===== config.mk =====
export PLATFORM = sky130hd
export DESIGN_NAME = days_to_civil_date
export DESIGN_NICKNAME = d
export VERILOG_FILES = /design/src/rtl/core/dtcd_pkg.sv /design/src/rtl/core/days_to_civil_date.sv /design/src/rtl/core/dtcd_cycle.sv /design/src/rtl/core/dtcd_split.sv /design/src/rtl/core/dtcd_month.sv
export SDC_FILE = /design/constraint.sdc
export NUM_CORES = 2
export LEC_CHECK = 0
export CORE_AREA = 2 2 200 280
export CTS_CLUSTER_SIZE = 24
export DETAILED_ROUTE_END_ITERATION = 8
export DIE_AREA = 0 0 202 282
export DONT_BUFFER_PORTS = 1
export PLACE_DENSITY = 0.82
export SLEW_MARGIN = 15
export SYNTH_ARGS = -nofsm -noshare
export SYNTH_HDL_FRONTEND = slang
export SYNTH_SLANG_ARGS = --single-unit

===== constraint.sdc =====
create_clock -name clk_i -period 7.96 [get_ports clk_i]
set_input_delay 0.398 -clock clk_i [delete_from_list [all_inputs] [get_ports clk_i]]
set_output_delay 0.398 -clock clk_i [all_outputs]
set_load 0.02 [all_outputs]

===== src/rtl/core/dtcd_pkg.sv =====
// Shared types, constants and the month start table for the day count
// to civil date converter. No dependencies.
`timescale 1ns / 1ps
`default_nettype none

package dtcd_pkg;

  localparam int unsigned DAYS_TO_YEAR0 = 719528;
  localparam int unsigned DAYS_400Y     = 400 * 365 + 100 - 4 + 1;
  localparam int unsigned DAYS_100Y     = 100 * 365 + 25 - 1;
  localparam int unsigned DAYS_4Y       = 4 * 365 + 1;
  localparam int unsigned DAYS_1Y       = 365;
  localparam int unsigned DAYS_LEAP_1Y  = 366;

  // Whole 400-year cycles added so the rebased count is never negative.
  localparam int unsigned CYC_BIAS  = 14695;
  localparam longint unsigned DAY_BIAS =
    longint'(DAYS_TO_YEAR0) + longint'(CYC_BIAS) * longint'(DAYS_400Y);
  localparam int unsigned YEAR_BIAS = 400 * CYC_BIAS;

  // floor(u / 146097) estimated from u[32:12]; low by at most one.
  localparam int unsigned RECIP_400Y_SHIFT = 24;
  localparam longint unsigned RECIP_400Y = (64'd1 << 36) / DAYS_400Y;

  // Exact floor(x / 1461) for x up to one century of days.
  localparam int unsigned RECIP_4Y_SHIFT = 27;
  localparam longint unsigned RECIP_4Y =
    ((64'd1 << RECIP_4Y_SHIFT) + DAYS_4Y - 1) / DAYS_4Y;

  localparam logic [31:0] DAY_COUNT_NA = 32'h8000_0000;
  localparam logic [7:0]  MONTH_NA     = 8'h80;

  typedef struct packed {
    logic        na;    // not-available marker seen
    logic        fin;   // day of year is final, no further split
    logic        leap;  // valid once fin is set
    logic [23:0] year;  // two's complement, accumulated per stage
    logic [17:0] doy;   // day offset within the current span
    logic [4:0]  grp;   // 4-year group index, between two stages
  } dtcd_split_t;

  typedef struct packed {
    logic        na;
    logic        leap;
    logic [23:0] year;
    logic [3:0]  month;
    logic [8:0]  doy;
  } dtcd_mon_t;

  // First day of month idx (0 based, 12 gives the year length).
  function automatic logic [8:0] month_start(input logic leap, input logic [3:0] idx);
    logic [8:0] v;
    case (idx)
      4'd0:    v = 9'd0;
      4'd1:    v = 9'd31;
      4'd2:    v = leap ? 9'd60  : 9'd59;
      4'd3:    v = leap ? 9'd91  : 9'd90;
      4'd4:    v = leap ? 9'd121 : 9'd120;
      4'd5:    v = leap ? 9'd152 : 9'd151;
      4'd6:    v = leap ? 9'd182 : 9'd181;
      4'd7:    v = leap ? 9'd213 : 9'd212;
      4'd8:    v = leap ? 9'd244 : 9'd243;
      4'd9:    v = leap ? 9'd274 : 9'd273;
      4'd10:   v = leap ? 9'd305 : 9'd304;
      4'd11:   v = leap ? 9'd335 : 9'd334;
      4'd12:   v = leap ? 9'd366 : 9'd365;
      default: v = 9'd0;
    endcase
    return v;
  endfunction

endpackage

`default_nettype wire


===== src/rtl/core/days_to_civil_date.sv =====
// Top level of the day count to civil date converter: three pipeline parts
// in a row. Depends on dtcd_pkg, dtcd_cycle, dtcd_split, dtcd_month.
//
//   channel  dir  beat contents (low bit first)
//   s_axis   in   tdata[31:0] day_count
//   m_axis   out  tdata[23:0] year_out, [31:24] month_out, [36:32] day_out
//
// Pipeline stages: 4 of 400-year division, 4 of century, group and year
// split, 2 of month lookup and output register. One beat per cycle unless stalled.
// Reset clears only the stage valid bits. Under output stall each stage holds
// its beat; empty stages still fill, so input is taken until all ten are full.
`timescale 1ns / 1ps
`default_nettype none

module days_to_civil_date (
  input  wire logic        clk_i,
  input  wire logic        rst_ni,
  input  wire logic        s_axis_tvalid,
  output logic             s_axis_tready,
  input  wire logic [31:0] s_axis_tdata,   // day_count
  output logic             m_axis_tvalid,
  input  wire logic        m_axis_tready,
  output logic [39:0]      m_axis_tdata    // year_out, month_out, day_out, zero pad
);
  import dtcd_pkg::*;

  logic        cyc_valid, cyc_ready, spl_valid, spl_ready;
  dtcd_split_t cyc_out, spl_out;
  logic [23:0] year_w;
  logic [7:0]  month_w;
  logic [4:0]  day_w;

  dtcd_cycle u_cycle (
    .clk_i       (clk_i),
    .rst_ni      (rst_ni),
    .in_valid_i  (s_axis_tvalid),
    .in_ready_o  (s_axis_tready),
    .day_count_i (s_axis_tdata),
    .out_valid_o (cyc_valid),
    .out_ready_i (cyc_ready),
    .out_o       (cyc_out)
  );

  dtcd_split u_split (
    .clk_i       (clk_i),
    .rst_ni      (rst_ni),
    .in_valid_i  (cyc_valid),
    .in_ready_o  (cyc_ready),
    .in_i        (cyc_out),
    .out_valid_o (spl_valid),
    .out_ready_i (spl_ready),
    .out_o       (spl_out)
  );

  dtcd_month u_month (
    .clk_i       (clk_i),
    .rst_ni      (rst_ni),
    .in_valid_i  (spl_valid),
    .in_ready_o  (spl_ready),
    .in_i        (spl_out),
    .out_valid_o (m_axis_tvalid),
    .out_ready_i (m_axis_tready),
    .year_o      (year_w),
    .month_o     (month_w),
    .day_o       (day_w)
  );

  assign m_axis_tdata = {3'b000, day_w, month_w, year_w};

  a_na_fields: assert property (@(posedge clk_i) disable iff (!rst_ni)
    m_axis_tvalid && month_w == MONTH_NA |-> year_w == '0 && day_w == '0)
    else $error("not-available result has a date");

  a_date_range: assert property (@(posedge clk_i) disable iff (!rst_ni)
    m_axis_tvalid && month_w != MONTH_NA
      |-> month_w >= 8'd1 && month_w <= 8'd12 && day_w >= 5'd1)
    else $error("date out of range");

  a_full_only: assert property (@(posedge clk_i) disable iff (!rst_ni)
    !s_axis_tready |-> m_axis_tvalid && !m_axis_tready)
    else $error("input stalled while output free");

endmodule

`default_nettype wire


===== src/rtl/core/dtcd_cycle.sv =====
// 400-year cycle divider: rebase, reciprocal estimate, remainder, correction.
// Four register stages. Depends on dtcd_pkg.
`timescale 1ns / 1ps
`default_nettype none

module dtcd_cycle (
  input  wire logic                clk_i,
  input  wire logic                rst_ni,
  input  wire logic                in_valid_i,
  output logic                     in_ready_o,
  input  wire logic [31:0]         day_count_i,
  output logic                     out_valid_o,
  input  wire logic                out_ready_i,
  output dtcd_pkg::dtcd_split_t    out_o
);
  import dtcd_pkg::*;

  localparam int NS = 4;

  logic [NS-1:0] v_q;
  logic [NS:0]   rdy;

  logic        na_a_q, na_b_q, na_c_q;
  logic [32:0] u_a_q, u_b_q;
  logic [14:0] q_b_q, q_c_q;
  logic [18:0] r_c_q;

  logic [32:0] u_a_d;
  logic [39:0] est_prod;
  logic [14:0] q_b_d;
  logic [32:0] rem_full;
  logic        ge_p;
  logic [14:0] q_fix;
  dtcd_split_t split_d, split_q;

  always_comb begin
    rdy[NS] = out_ready_i;
    for (int k = NS - 1; k >= 0; k--) begin
      rdy[k] = !v_q[k] || rdy[k+1];
    end
  end

  assign in_ready_o  = rdy[0];
  assign out_valid_o = v_q[NS-1];
  assign out_o       = split_q;

  always_ff @(posedge clk_i or negedge rst_ni) begin
    if (!rst_ni) begin
      v_q <= '0;
    end else begin
      if (rdy[0]) v_q[0] <= in_valid_i;
      for (int k = 1; k < NS; k++) begin
        if (rdy[k]) v_q[k] <= v_q[k-1];
      end
    end
  end

  // biased count is nonnegative and below 2^33
  assign u_a_d    = {day_count_i[31], day_count_i} + 33'(DAY_BIAS);
  assign est_prod = 40'(u_a_q[32:12]) * 40'(RECIP_400Y);
  assign q_b_d    = est_prod[RECIP_400Y_SHIFT +: 15];
  assign rem_full = u_b_q - 33'(q_b_q) * 33'(DAYS_400Y);

  always_comb begin
    ge_p  = r_c_q >= 19'(DAYS_400Y);
    q_fix = q_c_q + 15'(ge_p);
    split_d.na   = na_c_q;
    split_d.fin  = 1'b0;
    split_d.leap = 1'b0;
    split_d.grp  = '0;
    split_d.year = 24'(q_fix) * 24'(400) - 24'(YEAR_BIAS);
    split_d.doy  = ge_p ? 18'(r_c_q - 19'(DAYS_400Y)) : r_c_q[17:0];
  end

  always_ff @(posedge clk_i) begin
    if (rdy[0]) begin
      na_a_q <= day_count_i == DAY_COUNT_NA;
      u_a_q  <= u_a_d;
    end
    if (rdy[1]) begin
      na_b_q <= na_a_q;
      u_b_q  <= u_a_q;
      q_b_q  <= q_b_d;
    end
    if (rdy[2]) begin
      na_c_q <= na_b_q;
      q_c_q  <= q_b_q;
      r_c_q  <= rem_full[18:0];
    end
    if (rdy[3]) begin
      split_q <= split_d;
    end
  end

  a_rem_bound: assert property (@(posedge clk_i) disable iff (!rst_ni)
    v_q[2] |-> r_c_q < 19'(2 * DAYS_400Y))
    else $error("400-year estimate off by more than one");

  a_doy_bound: assert property (@(posedge clk_i) disable iff (!rst_ni)
    out_valid_o |-> out_o.doy < 18'(DAYS_400Y))
    else $error("day in cycle out of range");

  a_hold: assert property (@(posedge clk_i) disable iff (!rst_ni)
    out_valid_o && !out_ready_i |=> out_valid_o && $stable(split_q))
    else $error("cycle stage lost a stalled beat");

endmodule

`default_nettype wire


===== src/rtl/core/dtcd_split.sv =====
// Splits the day within a 400-year cycle into centuries, 4-year groups
// and years, tracking the leap flag. Four register stages. Depends on dtcd_pkg.
`timescale 1ns / 1ps
`default_nettype none

module dtcd_split (
  input  wire logic                  clk_i,
  input  wire logic                  rst_ni,
  input  wire logic                  in_valid_i,
  output logic                       in_ready_o,
  input  wire dtcd_pkg::dtcd_split_t in_i,
  output logic                       out_valid_o,
  input  wire logic                  out_ready_i,
  output dtcd_pkg::dtcd_split_t      out_o
);
  import dtcd_pkg::*;

  localparam int NS = 4;

  logic [NS-1:0] v_q;
  logic [NS:0]   rdy;

  dtcd_split_t e_d, e_q, f_d, f_q, g_d, g_q, h_d, h_q;

  logic [17:0] cen_x;
  logic [1:0]  cen_n;
  logic [15:0] grp_x;
  logic [32:0] grp_prod;
  logic [17:0] yr_x;
  logic [1:0]  yr_n;

  always_comb begin
    rdy[NS] = out_ready_i;
    for (int k = NS - 1; k >= 0; k--) begin
      rdy[k] = !v_q[k] || rdy[k+1];
    end
  end

  assign in_ready_o  = rdy[0];
  assign out_valid_o = v_q[NS-1];
  assign out_o       = h_q;

  always_ff @(posedge clk_i or negedge rst_ni) begin
    if (!rst_ni) begin
      v_q <= '0;
    end else begin
      if (rdy[0]) v_q[0] <= in_valid_i;
      for (int k = 1; k < NS; k++) begin
        if (rdy[k]) v_q[k] <= v_q[k-1];
      end
    end
  end

  // centuries: first century of the cycle carries the extra leap day
  always_comb begin
    e_d   = in_i;
    cen_x = in_i.doy - 18'd1;
    cen_n = 2'(cen_x >= 18'(DAYS_100Y)) + 2'(cen_x >= 18'(2 * DAYS_100Y))
          + 2'(cen_x >= 18'(3 * DAYS_100Y));
    if (in_i.doy >= 18'(DAYS_LEAP_1Y)) begin
      case (cen_n)
        2'd0:    e_d.doy = cen_x;
        2'd1:    e_d.doy = cen_x - 18'(DAYS_100Y);
        2'd2:    e_d.doy = cen_x - 18'(2 * DAYS_100Y);
        2'd3:    e_d.doy = cen_x - 18'(3 * DAYS_100Y);
        default: e_d.doy = cen_x;
      endcase
      e_d.year = in_i.year + 24'(cen_n) * 24'(100);
    end else begin
      e_d.fin  = 1'b1;
      e_d.leap = 1'b1;
    end
  end

  // 4-year groups, quotient by exact reciprocal
  always_comb begin
    f_d      = e_q;
    grp_x    = e_q.doy[15:0] + 16'd1;
    grp_prod = 33'(grp_x) * 33'(RECIP_4Y);
    if (!e_q.fin) begin
      if (e_q.doy < 18'(DAYS_1Y)) begin
        f_d.fin  = 1'b1;
        f_d.leap = 1'b0;
      end else begin
        f_d.doy = 18'(grp_x);
        f_d.grp = grp_prod[RECIP_4Y_SHIFT +: 5];
      end
    end
  end

  always_comb begin
    g_d = f_q;
    if (!f_q.fin) begin
      g_d.doy  = f_q.doy - 18'(f_q.grp) * 18'(DAYS_4Y);
      g_d.year = f_q.year + {17'd0, f_q.grp, 2'b00};
    end
  end

  // single years; the first year of a group is the leap one
  always_comb begin
    h_d  = g_q;
    yr_x = g_q.doy - 18'd1;
    yr_n = 2'(yr_x >= 18'(DAYS_1Y)) + 2'(yr_x >= 18'(2 * DAYS_1Y))
         + 2'(yr_x >= 18'(3 * DAYS_1Y));
    if (!g_q.fin) begin
      h_d.fin = 1'b1;
      if (g_q.doy < 18'(DAYS_LEAP_1Y)) begin
        h_d.leap = 1'b1;
      end else begin
        h_d.leap = 1'b0;
        h_d.year = g_q.year + 24'(yr_n);
        case (yr_n)
          2'd1:    h_d.doy = yr_x - 18'(DAYS_1Y);
          2'd2:    h_d.doy = yr_x - 18'(2 * DAYS_1Y);
          2'd3:    h_d.doy = yr_x - 18'(3 * DAYS_1Y);
          default: h_d.doy = yr_x;
        endcase
      end
    end
  end

  always_ff @(posedge clk_i) begin
    if (rdy[0]) e_q <= e_d;
    if (rdy[1]) f_q <= f_d;
    if (rdy[2]) g_q <= g_d;
    if (rdy[3]) h_q <= h_d;
  end

  a_fin: assert property (@(posedge clk_i) disable iff (!rst_ni)
    out_valid_o |-> out_o.fin && out_o.doy < 18'(DAYS_LEAP_1Y))
    else $error("year split left a day beyond the year");

  a_short_year: assert property (@(posedge clk_i) disable iff (!rst_ni)
    out_valid_o && !out_o.leap |-> out_o.doy < 18'(DAYS_1Y))
    else $error("common year holds day 366");

  a_grp: assert property (@(posedge clk_i) disable iff (!rst_ni)
    v_q[1] && !f_q.fin |-> f_q.grp <= 5'd24)
    else $error("4-year group index out of range");

endmodule

`default_nettype wire


===== src/rtl/core/dtcd_month.sv =====
// Month lookup against the month start table and the output register.
// Two register stages. Depends on dtcd_pkg.
`timescale 1ns / 1ps
`default_nettype none

module dtcd_month (
  input  wire logic                  clk_i,
  input  wire logic                  rst_ni,
  input  wire logic                  in_valid_i,
  output logic                       in_ready_o,
  input  wire dtcd_pkg::dtcd_split_t in_i,
  output logic                       out_valid_o,
  input  wire logic                  out_ready_i,
  output logic [23:0]                year_o,
  output logic [7:0]                 month_o,
  output logic [4:0]                 day_o
);
  import dtcd_pkg::*;

  localparam int NS = 2;

  logic [NS-1:0] v_q;
  logic [NS:0]   rdy;

  dtcd_mon_t   mon_d, mon_q;
  logic [23:0] year_d, year_q;
  logic [7:0]  month_d, month_q;
  logic [4:0]  day_d, day_q;
  logic [8:0]  dom_x;

  always_comb begin
    rdy[NS] = out_ready_i;
    for (int k = NS - 1; k >= 0; k--) begin
      rdy[k] = !v_q[k] || rdy[k+1];
    end
  end

  assign in_ready_o  = rdy[0];
  assign out_valid_o = v_q[NS-1];
  assign year_o      = year_q;
  assign month_o     = month_q;
  assign day_o       = day_q;

  always_ff @(posedge clk_i or negedge rst_ni) begin
    if (!rst_ni) begin
      v_q <= '0;
    end else begin
      if (rdy[0]) v_q[0] <= in_valid_i;
      for (int k = 1; k < NS; k++) begin
        if (rdy[k]) v_q[k] <= v_q[k-1];
      end
    end
  end

  // month = 1 + number of later month starts already reached
  always_comb begin
    mon_d.na    = in_i.na;
    mon_d.leap  = in_i.leap;
    mon_d.year  = in_i.year;
    mon_d.doy   = in_i.doy[8:0];
    mon_d.month = 4'd1;
    for (int j = 1; j < 12; j++) begin
      if (month_start(in_i.leap, 4'(j)) <= in_i.doy[8:0]) begin
        mon_d.month = mon_d.month + 4'd1;
      end
    end
  end

  always_comb begin
    dom_x = mon_q.doy - month_start(mon_q.leap, mon_q.month - 4'd1) + 9'd1;
    if (mon_q.na) begin
      year_d  = '0;
      month_d = MONTH_NA;
      day_d   = '0;
    end else begin
      year_d  = mon_q.year;
      month_d = {4'd0, mon_q.month};
      day_d   = dom_x[4:0];
    end
  end

  always_ff @(posedge clk_i) begin
    if (rdy[0]) mon_q <= mon_d;
    if (rdy[1]) begin
      year_q  <= year_d;
      month_q <= month_d;
      day_q   <= day_d;
    end
  end

  a_month_idx: assert property (@(posedge clk_i) disable iff (!rst_ni)
    v_q[0] |-> mon_q.month >= 4'd1 && mon_q.month <= 4'd12)
    else $error("month index out of range");

  a_dom: assert property (@(posedge clk_i) disable iff (!rst_ni)
    v_q[0] && !mon_q.na |-> dom_x >= 9'd1 && dom_x <= 9'd31)
    else $error("day of month out of range");

  a_na: assert property (@(posedge clk_i) disable iff (!rst_ni)
    v_q[0] && rdy[1] && mon_q.na |=> month_q == MONTH_NA && year_q == '0)
    else $error("not-available beat lost its marker");

endmodule

`default_nettype wire


==> summary by stage <==
Run status
The run finished with clean final reports.

Die
The overall die width is 202 µm. In this run the core area contains approximately 100 standard-cell rows. Pin placement for this block handled roughly 80 I/O pins. The core region is between 50000 and 60000 µm². The die height is roughly 280 µm. The starting density of the core is 0.657. The floorplan step defined a die boundary enclosing about 57000 µm².

Worst hold path
The path with the worst hold slack has its endpoint at u_cycle.u_a_q[5]. The number of cells on the worst hold path is 1. The worst min-delay path startpoint is s_axis_tdata[5].

The worst hold-check path type is in2reg.

Setup path
In this design, the stage delay of the slowest critical-path cell is approximately 0.54 ns. The end of the worst register-to-register path is u_split.f_q[3]. The worst setup path is of the reg2reg kind. The critical path startpoint is u_split.e_q[5]. The worst setup path is launched from a flip-flop. Counting cells, the worst reg-to-reg path comes to 29. The slowest stage cell on the critical path is sky130_fd_sc_hd__fa_1. The worst path arrival time is just under 8 ns.

The kind of capture point of the worst setup path is a flip-flop. The startpoint identified for the worst register-to-register timing path is u_split.e_q[5]. The reg2reg setup slack is 0.36 ns.

The data required time at the worst endpoint is 8.26 ns. The library cell appearing most often on the critical path is sky130_fd_sc_hd__fa_1. In this run the worst path has a maximum fanout of 5.

STA
Setup violations remaining at the end of the flow were counted as 0. The number of hold violations in the final report came to 0. The transition at the pin with the smallest max-transition slack is ~1.1 ns. Of the available clock period, the critical path in the final layout requires 0.955. The final worst setup slack is 0.355 ns. The relative slew slack is 0.244.

The highest clock frequency the design can meet is around 130 MHz. The number of slew-limit violations in the final report is 0. Between clock sinks in the finished design, the worst skew comes to slightly below 0.02 ns.

The minimum clock period after layout is roughly 7.6 ns.

Global routing
The via count of the first global-routing pass is approximately 25000. The total grt overflow is 0. Across every metal layer, demand over resource in global routing totals 0.281. Entering global routing, the biggest net connects 57 pins. The global-route wire length before repair is between 100000 and 150000 µm.

The initial antenna violation count is 1.

Place
Prior to clock tree synthesis, the placed netlist has a worst setup slack of about 0.099 ns. The count of buffers added on input and output ports is 0. The HPWL after detailed placement is ~62000 µm. Summing all placed instances gives a cell area of around 37000 µm². Routability-driven placement finished with a final weighted congestion of 0.983.

Final layout
The footprint of the multi-input gates is 21700 µm². The layout has roughly 3700 filler cells. The net count of the finished layout is 4101. The repair_antennas step left the layout with diodes totalling 0. Summing all flip-flop and latch instances after layout gives ~12000 µm².

The final instance area is approximately 38000 µm². The proportion of layout cells with a drive suffix above 1 is 0.0456. From synthesis to final layout, the design area changed by 6.72%.

Clock tree
The root buffer cell chosen for the clock tree is sky130_fd_sc_hd__clkbuf_16. The post-CTS clock slew at the launch and capture registers of the worst setup and hold paths is about 0.07 ns. For this design, the sink count on the clock tree is around 400. The number of buffers inserted during clock tree synthesis is between 40 and 50. The number of levels in the clock H-tree is 2. The deepest clock path buffer count is 3. TritonCTS built the clock tree. The clock reaches the later pin of the worst-skew pair after slightly below 0.6 ns.

Detailed routing
In the final routed layout, each cell accounts on average for slightly below 20 µm. The detail route stage leaves a number of antenna-violating nets equal to 0. The first-pass iteration count of the detailed router is 6. After the first detailed-routing iteration, the DRC count stood at 1383. Using the TritonRoute via totals, the vias-per-cell ratio works out to a little under 6. Wires add up to between 70000 and 80000 µm. The via count is between 20000 and 25000.

The final routed DRC violation total is 0.

Yosys
The cell count after synthesis is approximately 3200. Ranked by total cell area, the synthesized netlist is headed by sky130_fd_sc_hd__edfxtp_1, sky130_fd_sc_hd__fa_1, sky130_fd_sc_hd__ha_1, sky130_fd_sc_hd__inv_1, sky130_fd_sc_hd__xnor2_1. The library cell with the largest summed area after synthesis is sky130_fd_sc_hd__edfxtp_1. The share of synthesized area in the top cell type comes to 0.320. The synthesized netlist occupies a cell area of approximately 36000 µm². The count of cell types in the netlist is 99. sky130_fd_sc_hd__inv_1 is the most common cell in the netlist.

Counting instances in the post-synthesis netlist gives the leading cell types as sky130_fd_sc_hd__inv_1, sky130_fd_sc_hd__ha_1, sky130_fd_sc_hd__edfxtp_1. For this run, the number of Yosys warnings is 0. The async set or reset register ratio after synthesis is 0.0256.

The number of synthesized flops with an enable pin is 380. The mean instance size in the synthesized netlist is roughly 11 µm². The commonest register cell after synthesis is sky130_fd_sc_hd__edfxtp_1.

After synthesis the netlist holds a flip-flop and latch count of 390. Of the synthesized area, sequential elements account for 0.327.

Job
Across the run, the number of max-cap violations was 0.
[final cells by class]
type / instances / share of cell area
Multi-Input combinational cell: 2239 / 0.572
Sequential cell: 390 / 0.307
Inverter: 547 / 0.0540
Clock buffer: 51 / 0.0285
Tap cell: 721 / 0.0237
Timing Repair Buffer: 42 / 0.00849
Clock inverter: 21 / 0.00694
[per-stage QoR]
stage                     setup TNS, ns  hold slack, ns  utilization  instances
after detailed placement              0           0.103        0.675       3931
after floorplan                       0           0.102            -       3232
after global placement                0           0.103        0.675       3931
final                                 0          0.0280        0.701       4011
after CTS                             0        0.000698        0.700       4006
after global routing            -0.0567         0.00155        0.701       4011
[worst max-delay path, delay by kind of cell (launching register included)]
kind / cells / cell delay (ns)
AO/OA/AOI/OAI: 8 / 1.50
XOR/XNOR: 2 / 0.43
adder cells (fa/ha/maj): 8 / 3.49
buffers and inverters: 4 / 0.27
flip-flops: 1 / 0.47
AND/OR/NAND/NOR: 7 / 1.19
[cells in the final DEF, fill, tap and decap left out, types with 32 or more instances in the layout]
cell                        instances
sky130_fd_sc_hd__a21o_1            44
sky130_fd_sc_hd__a21oi_1          105
sky130_fd_sc_hd__and3_1            32
sky130_fd_sc_hd__buf_4             39
sky130_fd_sc_hd__clkbuf_16         42
sky130_fd_sc_hd__edfxtp_1         380
sky130_fd_sc_hd__fa_1             310
sky130_fd_sc_hd__ha_1             493
sky130_fd_sc_hd__inv_1            545
sky130_fd_sc_hd__nand2_1          165
sky130_fd_sc_hd__nand3_1           59
sky130_fd_sc_hd__nor2_1           142
sky130_fd_sc_hd__nor2b_1           56
sky130_fd_sc_hd__nor3_1            37
sky130_fd_sc_hd__o21ai_0          104
sky130_fd_sc_hd__xnor2_1          196
sky130_fd_sc_hd__xor2_1           110
[sequential cells by signal, summed over array words and instances (netlist names), 24 cells and up]
register / count
u_cycle.u_a_q: 33
u_split.g_q: 43
u_split.f_q: 48
u_split.e_q: 42
u_month.year_o: 24
u_split.out_o: 35
u_month.mon_q: 35
u_cycle.out_o: 39
[logic make-up (layout without fill, tap and decap cells)]
kind of cell             count (synthesis)  count (layout)  synth area share
XOR/XNOR                               312             312            0.0791
AO/OA/AOI/OAI                          444             444            0.0823
other                                    1               6          0.000105
AND/OR/NAND/NOR                        652             652            0.0931
adder cells (fa/ha/maj)                806             806             0.348
buffers and inverters                  603             661            0.0644
flip-flops                             390             390             0.327
multiplexers                            19              19           0.00565
[per-layer routing]
metal	global-route usage	routed length, µm
met1	0.286	27100
met4	0.183	5670
met5	0	0
met3	0.0310	2390
met2	0.542	42300
[worst max-delay path by stage]
stage                endpoint  slack [ns]  cells after the start
3_3_place_gp   u_split.f_q[3]        0.33                     29
4_1_cts        u_split.f_q[3]        0.05                     29
5_1_grt        u_split.f_q[3]       -0.06                     29
3_5_place_dp   u_split.f_q[3]         0.1                     29
6_report       u_split.f_q[3]        0.36                     29
2_1_floorplan  u_split.f_q[3]        0.62                     28
[timing repair]
| item | in CTS | in global routing |
|---|---|---|
| setup endpoints to repair | 0 | 5 |
| hold buffers | 3 | 0 |
| hold endpoints to repair | 12 | 0 |
| buffers inserted | 0 | 5 |
| gates resized for setup | 0 | 8 |
Power is left out: the tool's default activity adds up to more than one toggle a clock period on the data nets, which glitch-free logic cannot reach.
